--- src/rtl/pfu_pkg.sv ---
// Shared types, widths and codes for the particle filter update and resample unit.
`default_nettype none
package pfu_pkg;

	localparam int unsigned NUM_PARTICLES_DEF   = 128;
	localparam int unsigned EXP_TABLE_DEPTH_DEF = 256;

	localparam int unsigned OP_W    = 3;
	localparam int unsigned IDX_W   = 7;
	localparam int unsigned POS_W   = 32;
	localparam int unsigned WGT_W   = 17;
	localparam int unsigned UNI_W   = 16;
	localparam int unsigned CTR_W   = 18;
	localparam int unsigned ITV_W   = 24;
	localparam int unsigned BETA_W  = 19;
	localparam int unsigned CFG_W   = 24;
	localparam int unsigned CFG_IDX_W = 1;

	localparam logic [CTR_W-1:0] INIT_CENTER_RST = 18'd32768;
	localparam logic [ITV_W-1:0] INV_TWO_VAR_RST = 24'd3276800;

	// register indexes of the configuration port
	localparam logic [CFG_IDX_W-1:0] CFG_INIT_CENTER = 1'd0;
	localparam logic [CFG_IDX_W-1:0] CFG_INV_TWO_VAR = 1'd1;

	// shared multiplier and divider sizes
	localparam int unsigned MUL_A_W  = 40;
	localparam int unsigned MUL_B_W  = 32;
	localparam int unsigned MUL_P_W  = MUL_A_W + MUL_B_W;
	localparam int unsigned DIV_STEPS = WGT_W - 1;
	localparam int unsigned DIV_CNT_W = 5;

	typedef enum logic [OP_W-1:0] {
		OP_INIT    = 3'd0,
		OP_PROP    = 3'd1,
		OP_OBSERVE = 3'd2,
		OP_DRAW    = 3'd3,
		OP_READ    = 3'd4
	} op_t;

	typedef enum logic [4:0] {
		ST_CLEAR,
		ST_IDLE,
		ST_MOD,
		ST_PROP_RD,
		ST_PROP_WR,
		ST_READ,
		ST_READ_OUT,
		ST_OBS_RD,
		ST_OBS_X,
		ST_OBS_D,
		ST_OBS_SQ,
		ST_OBS_T,
		ST_OBS_K,
		ST_OBS_L,
		ST_NRM_RD,
		ST_NRM_GO,
		ST_NRM_WAIT,
		ST_MAX_RD,
		ST_MAX_CMP,
		ST_BETA_MUL,
		ST_BETA_ADD,
		ST_WHEEL_RD,
		ST_WHEEL_CMP,
		ST_DRAW_POS,
		ST_DRAW_WR,
		ST_COMMIT_RD,
		ST_COMMIT_WR,
		ST_RESP
	} st_t;

	// divider request
	typedef struct packed {
		logic             start;
		logic [WGT_W-1:0] num;
	} div_req_t;

	// divider status
	typedef struct packed {
		logic             done;
		logic [WGT_W-1:0] quo;
	} div_rsp_t;

endpackage
`default_nettype wire

--- src/rtl/pfu_mul.sv ---
// Shared registered multiplier used by the sequencer for every product.
`default_nettype none
module pfu_mul (
	input  wire logic                        clk,
	input  wire logic [pfu_pkg::MUL_A_W-1:0] a,
	input  wire logic [pfu_pkg::MUL_B_W-1:0] b,
	output logic      [pfu_pkg::MUL_P_W-1:0] prod_q
);
	import pfu_pkg::*;

	// register the product every cycle
	always_ff @(posedge clk) begin
		prod_q <= MUL_P_W'(a) * MUL_P_W'(b);
	end

endmodule
`default_nettype wire

--- config.mk ---
export PLATFORM = sky130hd
export DESIGN_NAME = pfu_mul
export DESIGN_NICKNAME = d
export VERILOG_FILES = /design/src/rtl/pfu_pkg.sv /design/src/rtl/pfu_mul.sv
export SDC_FILE = /design/constraint.sdc
export NUM_CORES = 2
export LEC_CHECK = 0
export BUFFER_PORTS_ARGS = -buffer_cell sky130_fd_sc_hd__buf_2
export CORE_ASPECT_RATIO = 1.25
export CORE_MARGIN = 4
export CORE_UTILIZATION = 60
export DETAILED_ROUTE_END_ITERATION = 8
export PLACE_DENSITY = 0.85
export SYNTH_ARGS = -nofsm -noshare
export SYNTH_HDL_FRONTEND = slang
export SYNTH_SLANG_ARGS = --single-unit
--- constraint.sdc ---
create_clock -name clk -period 7.4 [get_ports clk]
set_clock_uncertainty 0.2 [all_clocks]
set_input_delay 0.37 -clock clk [delete_from_list [all_inputs] [get_ports clk]]
set_output_delay 0.37 -clock clk [all_outputs]
set_load 0.05 [all_outputs]
==> out/results.tsv, run 1 <==
stage	metric	value	unit
run_status	outcome	did not finish	
run_status	last step reached	global routing	
run_status	error msg	[ERROR GRT-0232] Routing congestion too high. Check the congestion heatmap in the GUI.	
synthesis	Post-synth EDFFs	0	
floorplanning	io pins	145	
placement	pre-CTS setup slack	-0.8373	ns
placement	gpl congestion	0.9836	
placement	Port Buffers	144	
floorplanning	die width	245.0	µm
synthesis	syn_nets	6253	
cts	# clock sinks	72	
synthesis	Top FF cell, synth	dfxtp_1	
synthesis	Yosys reg bits	72	
floorplanning	Die Y	304.2	µm
synthesis	share of flip-flops with an asynchronous set or reset	0	%
global_route	global route overflow	9	
placement	Cell Area, Placed	47310	µm²
synthesis	Syn. warnings	0	
cts	hold buffer count at cts	0	
cts	Root Buffer	clkbuf_16	
floorplanning	cell row count	108	
cts	H-tree depth	3	
global_route	Total GRT Usage	46.74	%
synthesis	Avg Cell Area, Syn	8.824	µm²
cts	clk buf depth	2	
sta	worst endpoint pin kind	register input	
synthesis	post-synthesis sequential area ratio	3.422	%
cts	CTS Buf Count	9	
synthesis	post-synthesis cell type count	59	
placement	HPWL after DPL	110100	µm
floorplanning	Starting Density	60.64	%
sta	Crit. endpoint post-GRT repair	prod_q[71]$_DFF_P_/D	
synthesis	mapped cell area	42120	µm²
global_route	largest net degree at the start of global routing	23	
synthesis	Syn Inst Count	4773	
-- cells by family after synthesis --
kind of cell	after synthesis	synth area share, %
fa+ha+maj	1407	62.05
simple gates	1461	15.71
flops	72	3.422
xor+xnor	70	1.456
buf+inv	1520	13.57
compound gates	243	3.797
-- per-stage QoR --
step | hold slack [ns] | util [%] | std cells
2_1_floorplan | 0.2917 | - | 4773
3_3_place_gp | 0.6401 | 68.11 | 6102
3_5_place_dp | 0.6397 | 68.11 | 6102
4_1_cts | 0.4539 | 69.23 | 6122
-- layer usage --
metal | global-route usage, % | overflow
met5 | 3.987 | 0
met4 | 50.28 | 7
met3 | 26.00 | 0
met2 | 68.21 | 2
met1 | 43.43 | 0
-- synth_stat cells (19+ instances only) --
library cell / number / share of area (%)
xnor2_1: 41 / 0.85
a21oi_1: 82 / 0.97
fa_1: 1136 / 54
nand4_1: 19 / 0.28
clkbuf_1: 266 / 2.4
xor2_1: 29 / 0.60
nand2_1: 955 / 8.5
o21ai_0: 47 / 0.56
and2_1: 398 / 5.9
ha_1: 271 / 8.1
a21o_1: 41 / 0.73
nor2_1: 47 / 0.42
dfxtp_1: 72 / 3.4
inv_1: 1247 / 11
-- repair_timing --
| action | CTS |
|---|---|
| buffers inserted | 5 |
| pin swaps | 44 |
| endpoints found under the setup margin | 25 |
| gates resized for setup | 134 |
==> inputs of run 2 (changes only) <==
--- a/config.mk
+++ b/config.mk
@@ -6,11 +6,10 @@
 export NUM_CORES = 2
 export LEC_CHECK = 0
 export BUFFER_PORTS_ARGS = -buffer_cell sky130_fd_sc_hd__buf_2
-export CORE_ASPECT_RATIO = 1.25
 export CORE_MARGIN = 4
-export CORE_UTILIZATION = 60
+export CORE_UTILIZATION = 40
 export DETAILED_ROUTE_END_ITERATION = 8
-export PLACE_DENSITY = 0.85
+export PLACE_DENSITY_LB_ADDON = 0.15
 export SYNTH_ARGS = -nofsm -noshare
 export SYNTH_HDL_FRONTEND = slang
 export SYNTH_SLANG_ARGS = --single-unit
==> constraint.sdc (replaced) <==
create_clock -name clk -period 9.6 [get_ports clk]
set_clock_uncertainty 0.2 [all_clocks]
set_input_delay 0.48 -clock clk [delete_from_list [all_inputs] [get_ports clk]]
set_output_delay 0.48 -clock clk [all_outputs]
set_load 0.05 [all_outputs]
==> run 2 against run 1 <==
Synthesized cell count unchanged; the run now ends clean; synthesized area did not move.
==> out/results.tsv, run 2 <==
stage	metric	value	unit	change
run_status	outcome	completed		was did not finish
synthesis	share of flip-flops with an asynchronous set or reset	0	%	unchanged
global_route	global route overflow	0		
cts	clk buf depth	2		unchanged
final_layout	Syn-to-layout area delta	6.649	%	
synthesis	post-synthesis cell type count	59		unchanged
final_layout	Biggest register	prod_q		
synthesis	main area contributors after synthesis	fa_1, inv_1, nand2_1		unchanged
setup_path	startpoint types	input port		
final_layout	most common cell after layout, fill and taps aside	inv_1		
setup_path	CP Class	in -> reg		
sta	Slew Limit Headroom	30.82	%	
final_layout	share of post-route cells with drive strength above 1	6.204	%	
sta	Highest Clock Rate	111.0	MHz	
setup_path	cell mode on critical path	fa_1		
cts	Clk pin slew, worst setup/hold paths	0.07	ns	
sta	final setup violation count	0		
placement	Port Buffers	144		unchanged
floorplanning	cell row count	118		was 108
drt	DR WL/cell	21.52	µm	
worst_hold_path	Hold Crit Endpoint	prod_q[0]$_DFF_P_		
setup_path	max incr delay on CP	0.56	ns	
final_layout	fill cell count	10530		
setup_path	critical path required time	9.64	ns	
setup_path	crit end category	flop		
global_route	initial antenna violation count	11		
setup_path	Arr. time, crit path	9.05	ns	
cts	# clock sinks	72		unchanged
synthesis	most instantiated cells after synthesis	inv_1, fa_1, nand2_1		unchanged
drt	DR pass1 iterations	6		
cts	H-tree depth	3		unchanged
cts	CTS resizes	0		was 134
drt	Residual DRC	0		
worst_hold_path	hold crit path type	in -> reg		
sta	period utilization	93.82	%	
cts	Root Buffer	clkbuf_16		unchanged
drt	DR vias/cell	5.021		
drt	Iter 0 DRT Violations	1892		
final_layout	Regs by FF count	prod_q: 72 flops		
synthesis	Syn. warnings	0		unchanged
sta	Worst Tran Pin Value	1.038	ns	
drt	vias post-DR	30990		
floorplanning	Die ar.	110500	µm²	
sta	setup TNS	0	ns	
synthesis	Yosys top cell area share	54.00	%	unchanged
floorplanning	io pins	145		unchanged
cts	hold buffer count at cts	0		unchanged
sta	Fin. Hold Viols	0		
setup_path	CP bufs+invs	10		
final_layout	flip-flop count of the largest register after layout	72		
floorplanning	die width	332.5	µm	was 245.0 µm
synthesis	dominant cell type by area after synthesis	fa_1		unchanged
placement	Cell Area, Placed	44610	µm²	was 47310 µm²
synthesis	most frequent cell after synthesis	inv_1		unchanged
sta	RSZ-0062 raised after global routing	false		
placement	HPWL after DPL	107900	µm	was 110100 µm
synthesis	Syn Inst Count	4773		unchanged
synthesis	syn_nets	6253		unchanged
synthesis	Yosys reg bits	72		unchanged
cts	post-CTS setup buffers	0		was 5
worst_hold_path	hold path cells	2		
final_layout	most frequent cells in the layout	inv_1, fa_1, nand2_1		
cts	CTS tree	built		
sta	Slew Viols, Final	0		
drt	antenna-violating nets left	0		
synthesis	mapped cell area	42120	µm²	unchanged
setup_path	highest-delay cell along the critical path	fa_1		
setup_path	critical path's top delay family	adder cells		
global_route	Total GRT Usage	24.64	%	
global_route	vias in the first global route	33940		
synthesis	Post-synth EDFFs	0		unchanged
setup_path	critical path peak fanout	18		
sta	post-route minimum period	9.007	ns	
synthesis	Avg Cell Area, Syn	8.824	µm²	unchanged
cts	CTS Buf Count	9		unchanged
worst_hold_path	hold_sp	b[0]		
placement	gpl congestion	0.8793		was 0.9836
final_layout	post-route design area	44920	µm²	
floorplanning	Starting Density	40.46	%	was 60.64%
final_layout	nets@finish	6262		
run	max capacitance violation total	0		
floorplanning	Die Y	332.5	µm	was 304.2 µm
synthesis	post-synthesis sequential area ratio	3.422	%	unchanged
synthesis	Top FF cell, synth	dfxtp_1		unchanged
drt	total wire length	132800	µm	
floorplanning	Core Box Area	104100	µm²	
global_route	global-route wire length before repair	207000	µm	
global_route	largest net degree at the start of global routing	41		
-- run 2: cell families (layout without fill, tap and decap cells) --
logic type | count (synthesis) | count (layout) | share of synthesized area, %
AOI/OAI and AO/OA | 243 | 243 | 3.797
xor gates and xnor gates | 70 | 70 | 1.456
adders and majority gates | 1407 | 1407 | 62.05
buffers and inverters | 1520 | 1534 | 13.57
DFF | 72 | 72 | 3.422
other | 0 | 4 | 0
and+or+nand+nor | 1461 | 1461 | 15.71
-- run 2: layout make-up --
type / instances / area, µm² / area share (%)
multi-input combinational: 3181 / 34960 / 77.84
inverter: 1247 / 4681 / 10.42
timing repair buffer: 271 / 1799 / 4.006
tap: 1380 / 1727 / 3.844
sequential: 72 / 1441 / 3.209
clock buffer: 10 / 229.0 / 0.5098
clock inverter: 6 / 68.82 / 0.1532
antenna: 4 / 10.01 / 0.02228
-- run 2: worst max path at each step --
stage / startpoint / to / cells past startpoint
2_1_floorplan: b[8] / prod_q[60]$_DFF_P_ / 27
3_3_place_gp: a[20] / prod_q[71]$_DFF_P_ / 28
3_5_place_dp: a[20] / prod_q[71]$_DFF_P_ / 28
4_1_cts: a[20] / prod_q[71]$_DFF_P_ / 28
5_1_grt: a[20] / prod_q[71]$_DFF_P_ / 28
6_report: b[23] / prod_q[71]$_DFF_P_ / 30
-- run 2: metal layers --
layer | wire length (µm) | global-route usage [%] | vias up
li1 | - | - | 13520
met1 | 52030 | 31.12 | 16380
met2 | 68510 | 43.86 | 892
met3 | 6724 | 2.958 | 188
met4 | 5517 | 8.341 | 2
met5 | 9 | 0 | -
-- run 2: per-stage QoR --
stage               hold slack (ns)  std cells  worst slack (ns)  util (%)
finish                       0.5752       6171            0.5930     43.15
CTS                          0.5537       6167            0.5760     43.14
global route                 0.5645       6167           0.06848     43.14
detailed placement           0.7482       6151            0.2399     42.86
floorplan                    0.4017       4773             1.826         -
global placement             0.7502       6151            0.2103     42.86
Power of run 2 is left out: the tool's default activity adds up to more than one toggle a clock period on the data nets, which glitch-free logic cannot reach.
