`config.mk`:
```
export PLATFORM = sky130hd
export DESIGN_NAME = pfu_div
export DESIGN_NICKNAME = d
export VERILOG_FILES = /design/src/rtl/pfu_pkg.sv /design/src/rtl/pfu_div.sv
export SDC_FILE = /design/constraint.sdc
export NUM_CORES = 1
export LEC_CHECK = 0
export ABC_AREA = 0
export BUFFER_PORTS_ARGS = -buffer_cell sky130_fd_sc_hd__buf_4
export CORE_MARGIN = 1
export CORE_UTILIZATION = 50
export CTS_CLUSTER_DIAMETER = 80
export DETAILED_ROUTE_END_ITERATION = 7
export PLACE_DENSITY_LB_ADDON = 0.05
export SYNTH_ARGS = -nofsm -noshare
export SYNTH_HDL_FRONTEND = slang
export SYNTH_SLANG_ARGS = --single-unit
```
`constraint.sdc`:
```
create_clock -name clk -period 3.15 [get_ports clk]
set_input_delay 0 -clock clk [delete_from_list [all_inputs] [get_ports clk]]
set_output_delay 0 -clock clk [all_outputs]
set_load 0.1 [all_outputs]
```
`src/rtl/pfu_pkg.sv`:
```
// Shared types, widths and codes for the particle filter update and resample unit.
`default_nettype none
package pfu_pkg;

	localparam int unsigned NUM_PARTICLES_DEF   = 128;
	localparam int unsigned EXP_TABLE_DEPTH_DEF = 256;

	localparam int unsigned OP_W    = 3;
	localparam int unsigned IDX_W   = 7;
	localparam int unsigned POS_W   = 32;
	localparam int unsigned WGT_W   = 17;
	localparam int unsigned UNI_W   = 16;
	localparam int unsigned CTR_W   = 18;
	localparam int unsigned ITV_W   = 24;
	localparam int unsigned BETA_W  = 19;
	localparam int unsigned CFG_W   = 24;
	localparam int unsigned CFG_IDX_W = 1;

	localparam logic [CTR_W-1:0] INIT_CENTER_RST = 18'd32768;
	localparam logic [ITV_W-1:0] INV_TWO_VAR_RST = 24'd3276800;

	// register indexes of the configuration port
	localparam logic [CFG_IDX_W-1:0] CFG_INIT_CENTER = 1'd0;
	localparam logic [CFG_IDX_W-1:0] CFG_INV_TWO_VAR = 1'd1;

	// shared multiplier and divider sizes
	localparam int unsigned MUL_A_W  = 40;
	localparam int unsigned MUL_B_W  = 32;
	localparam int unsigned MUL_P_W  = MUL_A_W + MUL_B_W;
	localparam int unsigned DIV_STEPS = WGT_W - 1;
	localparam int unsigned DIV_CNT_W = 5;

	typedef enum logic [OP_W-1:0] {
		OP_INIT    = 3'd0,
		OP_PROP    = 3'd1,
		OP_OBSERVE = 3'd2,
		OP_DRAW    = 3'd3,
		OP_READ    = 3'd4
	} op_t;

	typedef enum logic [4:0] {
		ST_CLEAR,
		ST_IDLE,
		ST_MOD,
		ST_PROP_RD,
		ST_PROP_WR,
		ST_READ,
		ST_READ_OUT,
		ST_OBS_RD,
		ST_OBS_X,
		ST_OBS_D,
		ST_OBS_SQ,
		ST_OBS_T,
		ST_OBS_K,
		ST_OBS_L,
		ST_NRM_RD,
		ST_NRM_GO,
		ST_NRM_WAIT,
		ST_MAX_RD,
		ST_MAX_CMP,
		ST_BETA_MUL,
		ST_BETA_ADD,
		ST_WHEEL_RD,
		ST_WHEEL_CMP,
		ST_DRAW_POS,
		ST_DRAW_WR,
		ST_COMMIT_RD,
		ST_COMMIT_WR,
		ST_RESP
	} st_t;

	// divider request
	typedef struct packed {
		logic             start;
		logic [WGT_W-1:0] num;
	} div_req_t;

	// divider status
	typedef struct packed {
		logic             done;
		logic [WGT_W-1:0] quo;
	} div_rsp_t;

endpackage
`default_nettype wire

```
`src/rtl/pfu_div.sv`:
```
// Restoring divider, one quotient bit per cycle, for weight normalization.
`default_nettype none
module pfu_div #(
	parameter int unsigned DEN_W = 24
) (
	input  wire logic              clk,
	input  wire logic              arst_n,
	input  wire pfu_pkg::div_req_t req,
	input  wire logic [DEN_W-1:0]  den,
	output pfu_pkg::div_rsp_t      rsp
);
	import pfu_pkg::*;

	logic [DEN_W-1:0]     rem_q;
	logic [WGT_W-1:0]     quo_q;
	logic [DIV_CNT_W-1:0] cnt_q;
	logic                 busy_q;
	logic                 done_q;
	logic [DEN_W-1:0]     num_ext;
	logic                 first_ge;
	logic [DEN_W:0]       rem2;
	logic                 step_ge;

	assign num_ext  = DEN_W'(req.num);
	assign first_ge = num_ext >= den;
	assign rem2     = {rem_q, 1'b0};
	assign step_ge  = rem2 >= {1'b0, den};

	// sequence the steps
	always_ff @(posedge clk or negedge arst_n) begin
		if (!arst_n) begin
			busy_q <= 1'b0;
			done_q <= 1'b0;
			cnt_q  <= '0;
		end else begin
			done_q <= busy_q && (cnt_q == DIV_CNT_W'(1));
			if (req.start) begin
				busy_q <= 1'b1;
				cnt_q  <= DIV_CNT_W'(DIV_STEPS);
			end else if (busy_q) begin
				cnt_q <= cnt_q - DIV_CNT_W'(1);
				if (cnt_q == DIV_CNT_W'(1)) begin
					busy_q <= 1'b0;
				end
			end
		end
	end

	// shift in one quotient bit a cycle
	always_ff @(posedge clk) begin
		if (req.start) begin
			rem_q <= first_ge ? (num_ext - den) : num_ext;
			quo_q <= {{(WGT_W-1){1'b0}}, first_ge};
		end else if (busy_q) begin
			rem_q <= step_ge ? DEN_W'(rem2 - {1'b0, den}) : rem2[DEN_W-1:0];
			quo_q <= {quo_q[WGT_W-2:0], step_ge};
		end
	end

	assign rsp.done = done_q;
	assign rsp.quo  = quo_q;

endmodule
`default_nettype wire

```
; Yosys cells after proc, flatten, opt, wreduce, memory -nomap -nowiden
; Cells that the tools add are included.
[op_classes]
addsub = 3
order_cmp = 2
n_eq_ne = 1
muxes = 11
n_reduce_logical = 2
[ops]
columns = op, n
row1 = 24-bit 2-to-1 mux, 4
row2 = 25-bit by 24-bit >= comparator with 1-bit output, 1
row3 = 17-bit by 24-bit >= comparator with 1-bit output, 1
row4 = 17-bit by 24-bit subtractor with 24-bit output, 1
row5 = 24-bit subtractor, 1
row6 = 5-bit 2-to-1 mux, 2
row7 = 5-bit by 1-bit == test with 1-bit output (second input constant), 1
row8 = 1-bit 2-to-1 mux, 5
row9 = 5-bit by 1-bit subtractor with 5-bit output (second input constant), 1
row10 = 2-bit nonzero test, 1
row11 = 1-bit logical AND, 1
[word_totals]
reg_bits = 48
word_cells = 25

; Longest topological paths before layout
[depth]
word_depth = 4
depth_mapped = 13
ltp_nobuf = 12

; Worst setup path before layout
; No wires, ideal clock.
[synth_timing]
path_kind = register -> register
from = reg rem_q[10]
to = reg rem_q[2] (data pin)
arrival_time_ns = 2.581
required_ns = 2.894
slack_ns = 0.313
stages_incl_launch_ff = 12
period_less_slack_ns = 2.837
path_cell_list = edfxtp_1 > ha_1 > buf_6 > a21oi_1 > a21oi_1 > a211o_1 > o311ai_4 > a311oi_4 > a21oi_2 > buf_6 > o22ai_1 > a31o_2
[synth_via]
elab_chain_len = 4
[synth_rtl]
columns = item, line
row1 = from (decl), pfu_div.sv:14  ; logic [DEN_W-1:0] rem_q;
row2 = from (signal assigned), pfu_div.sv:52  ; rem_q <= first_ge ? (num_ext - den) : num_ext;
row3 = from (signal assigned), pfu_div.sv:55  ; rem_q <= step_ge ? DEN_W'(rem2 - {1'b0, den}) : rem2[DEN_W-1:0];
row4 = 25-bit by 24-bit >= comparator with 1-bit output, pfu_div.sv:27  ; assign step_ge = rem2 >= {1'b0, den};
row5 = 24-bit 2-to-1 mux, pfu_div.sv:55
row6 = 24-bit 2-to-1 mux, pfu_div.sv:54  ; end else if (busy_q) begin
row7 = 24-bit 2-to-1 mux, pfu_div.sv:51  ; if (req.start) begin
; Every way passes these cells. The select of a mux whose other input is x is not followed.
; A chain may end at the register's enable or synchronous reset.

; Worst setup path in the final report
[layout_timing]
from = reg rem_q[3]
to = reg rem_q[4] (data pin)
[layout_via]
elab_chain_len = 4
[layout_rtl]
columns = item, line
row1 = 24-bit subtractor / 25-bit by 24-bit >= comparator with 1-bit output (equally long branches), "pfu_div.sv:55, pfu_div.sv:27"
row2 = 24-bit 2-to-1 mux (*), pfu_div.sv:55
row3 = 24-bit 2-to-1 mux (*), pfu_div.sv:54
row4 = 24-bit 2-to-1 mux (*), pfu_div.sv:51
; Every way passes the cells marked *; elsewhere a longest branch is shown, timed or not. The select of a mux whose other input is x is not followed.

==> impl_results.md <==
- Clock-pin slew reported for the worst setup and hold paths after clock tree synthesis: 0.11 ns
- Clock latency on the worst-skew pair: 0.31 ns
- Sum of routed wire length over all layers: 11300 µm
- Post-detailed-route wirelength per cell: 16.0 µm
- Cell area power density: 692 nW/µm²
- Reg-to-Reg End: rem_q[4]
- Failing checks: design-rule violations
- Power after layout: 3.70 mW
- CTS tree: done
- Number of buffer cells added on primary ports: 61
- Layout overhead on the synthesized area: 16.0%
- Number of clock sinks seen by CTS: 48
- Final Net Count: 683
- Number of search-and-repair iterations in the first detailed-routing pass: 6
- Number of nets produced by synthesis: 622
- Worst Setup Path Type: reg2reg
- Finish-stage setup viols: 0
- Clock Skews: 0.00986 ns
- Lkg Pwr: 2.50 nW
- Sequential-to-total area share from yosys stat: 27.0%
- Total die area: 9610 µm²
- Via count of the first global-routing pass: 3963
- Top FF cell, synth: edfxtp_1
- Clock period minus worst slack: 3.05 ns
- Initial antenna violation count: 0
- HPWL after detailed placement: 8590 µm
- Peak supply drop: 0.000341 V
- Main area contributors after synthesis: edfxtp_1 (16%), ha_1 (12%), mux2i_1 (7.8%)
- Crit Path Max Fanout: 17
- Run status: finished, violations left
- Number of placed I/O pins: 62
- Maximum number of pins on one net before global-route repair: 53
- Reg2reg setup slack: 0.1 ns
- Maximum achievable frequency: 328 MHz
- Max Cap Viol: 0
- Syn Std Cell Area: 4610 µm²
- Post-DR vias/cell: 5.83
- Share of the clock period used by the worst path after layout: 96.9%
- Drt drc: 2
- Core outline area: 8810 µm²
- Leading cell type by number of instances after synthesis: nor2_1
- Post-placement worst setup slack: 0.0817 ns
- Diodes inserted: 0
- Timing startpoint of the critical path: rem_q[3]
- Required @ worst endpoint: 3.34 ns
- Distinct cell type count after synthesis: 68
- Height of the chip: 98.1 µm
- Synthesized netlist cell count: 533
- Data arrival at the endpoint of the critical path: 3.24 ns
- Total via count in the routed design: 4095
- Final antenna-violating net count: 0
- Number of synthesized flops with an enable pin: 25
- Width of the chip: 98.1 µm
- Filler Cells Inserted: 806
- Fin worst setup slack: 0.0977 ns
- Share of layout cells above drive strength 1: 19.0%
- Worst flop-to-flop path startpoint: rem_q[3]
- R2r worst-path depth: 10
- Number of cell rows: 34
- Classification of the worst-slack hold path: in2async
- Most numerous cell types in the synthesized netlist: nor2_1 (50), a21oi_1 (47), inv_1 (45), ha_1 (43), mux2i_1 (36)
- Setup TNS after final layout: 0 ns
- Wire length of the first global-routing pass: 18900 µm
- Fin. Hold Viols: 0
- Clock buffer depth: 2
- Clk Tree Root Cell: clkbuf_8
- Total congestion overflow: 0
- Setup crit start kind: flop
- Actual slew at the worst max-slew pin: 0.625 ns
- Global-route total usage across every layer: 24.1%
- Number of slew-limit violations in the final report: 0
- Routability-driven placement congestion ratio: 0.941
- First-iteration detailed-routing DRC count: 177
- H-tree lvl count: 2
- Capture point of the critical path: rem_q[4]
- Unrepaired setup endpoints after global routing: no
- Portion of synthesized cell area occupied by the leading cell type: 16.3%
- Average size of a mapped cell: 8.66 µm²
- Critical Path Sink Type: flop
- Starting density of the core: 52.4%
- Design area: 5350 µm²
- Count of warnings emitted by yosys: 0
- Async set-reset flop share out of synthesis: 14.6%
- Cell type with the highest aggregate area in the netlist: edfxtp_1
- Total clock buffers created by CTS: 5
- Worst slew slack as a fraction of its limit: 57.9%
- Placed cell areas: 5160 µm²
- Total of flip-flops plus latches after synthesis: 48
## metal layers
metal	share of wire, %	vias to the layer above	global-route usage (%)
met4	1.4	0	5.24
met2	47	115	40.5
met5	0	-	0
met3	4.8	13	3.44
met1	47	1895	32.9
li1	-	2072	-
## worst max-delay path: stages (launching register included)
cell and delay [ns]:
edfxtp_1 0.40, ha_1 0.37, nand3_1 0.14, o21bai_4 0.21, a2111oi_4 0.46, o311ai_4 0.16, a311oi_4 0.30, a21oi_4 0.12
buf_12 0.17, or4_1 0.50, nand3_1 0.08
## registers in the layout, indices dropped and copies added (netlist names)
register,flops
rem_q,24
quo_q,17
cnt_q,5
busy_q,1
done_q,1
## where the power goes
part	total (mW)	internal, mW	switching, mW	leakage (nW)
Sequential	0.985	0.873	0.112	0.489
Clock	0.448	0.208	0.240	0.0565
Combinational	2.27	1.01	1.26	1.96
Total	3.70	2.09	1.61	2.50
## layout make-up
cell class                 instances  area [µm²]  share of cell area, %
multi-input combinational        416        3090                   57.7
sequential                        48        1250                   23.3
timing repair buffer              77         601                   11.2
inverter                          46         173                   3.23
tap                              108         135                   2.52
clock buffer                       6        93.8                   1.75
clock inverter                     2        17.5                  0.327
## cell families after synthesis
group,count (synthesis),synth area share (%)
XOR/XNOR,31,5.89
flip-flops,48,27.0
multiplexers,39,8.54
AND/OR/NAND/NOR,146,15.3
AO/OA/AOI/OAI,155,23.4
buffers and inverters,69,7.32
adder cells (fa/ha/maj),45,12.5
## worst min path at each step
stage / from / endpoint / slack, ns / cells after the start
finish: arst_n / done_q / 0.04 / 2
detailed placement: arst_n / done_q / -0.18 / 1
CTS: arst_n / cnt_q[1] / 0.02 / 2
floorplan: arst_n / busy_q / -0.30 / 0
global placement: arst_n / done_q / -0.19 / 1
global route: arst_n / done_q / 0.05 / 2
## through the flow
step           hold slack [ns]  util, %  cells
2_1_floorplan           -0.296        -    533
3_3_place_gp            -0.185     58.6    692
3_5_place_dp            -0.185     58.6    692
4_1_cts                 0.0208     60.0    701
5_1_grt                 0.0530     60.8    703
6_report                0.0401     60.8    703
## repair_timing
action	in CTS	in global routing
gates resized for setup	0	11
hold endpoints to repair	7	0
endpoints found under the setup margin	0	14
hold buffers	1	0
buffers inserted	0	2
## cell usage in the layout (no fill, tap or decap), types with 4 or more instances in the layout
master,n
nor3_1,14
edfxtp_1,25
mux2i_1,36
o21ai_0,26
a311o_1,5
and3_1,4
o211ai_1,4
nand3_1,20
o21bai_1,4
a21o_1,10
inv_1,45
a21oi_1,46
buf_4,74
dfrtp_1,7
o21a_1,10
a211oi_1,11
xnor2_1,21
dfxtp_1,16
ha_1,38
nand2b_1,5
o22ai_1,4
xor2_1,10
nor2_1,50
nand2_1,27
clkbuf_8,5
nand4_1,5
nor4_1,5
(Power assumes the default switching activity.)
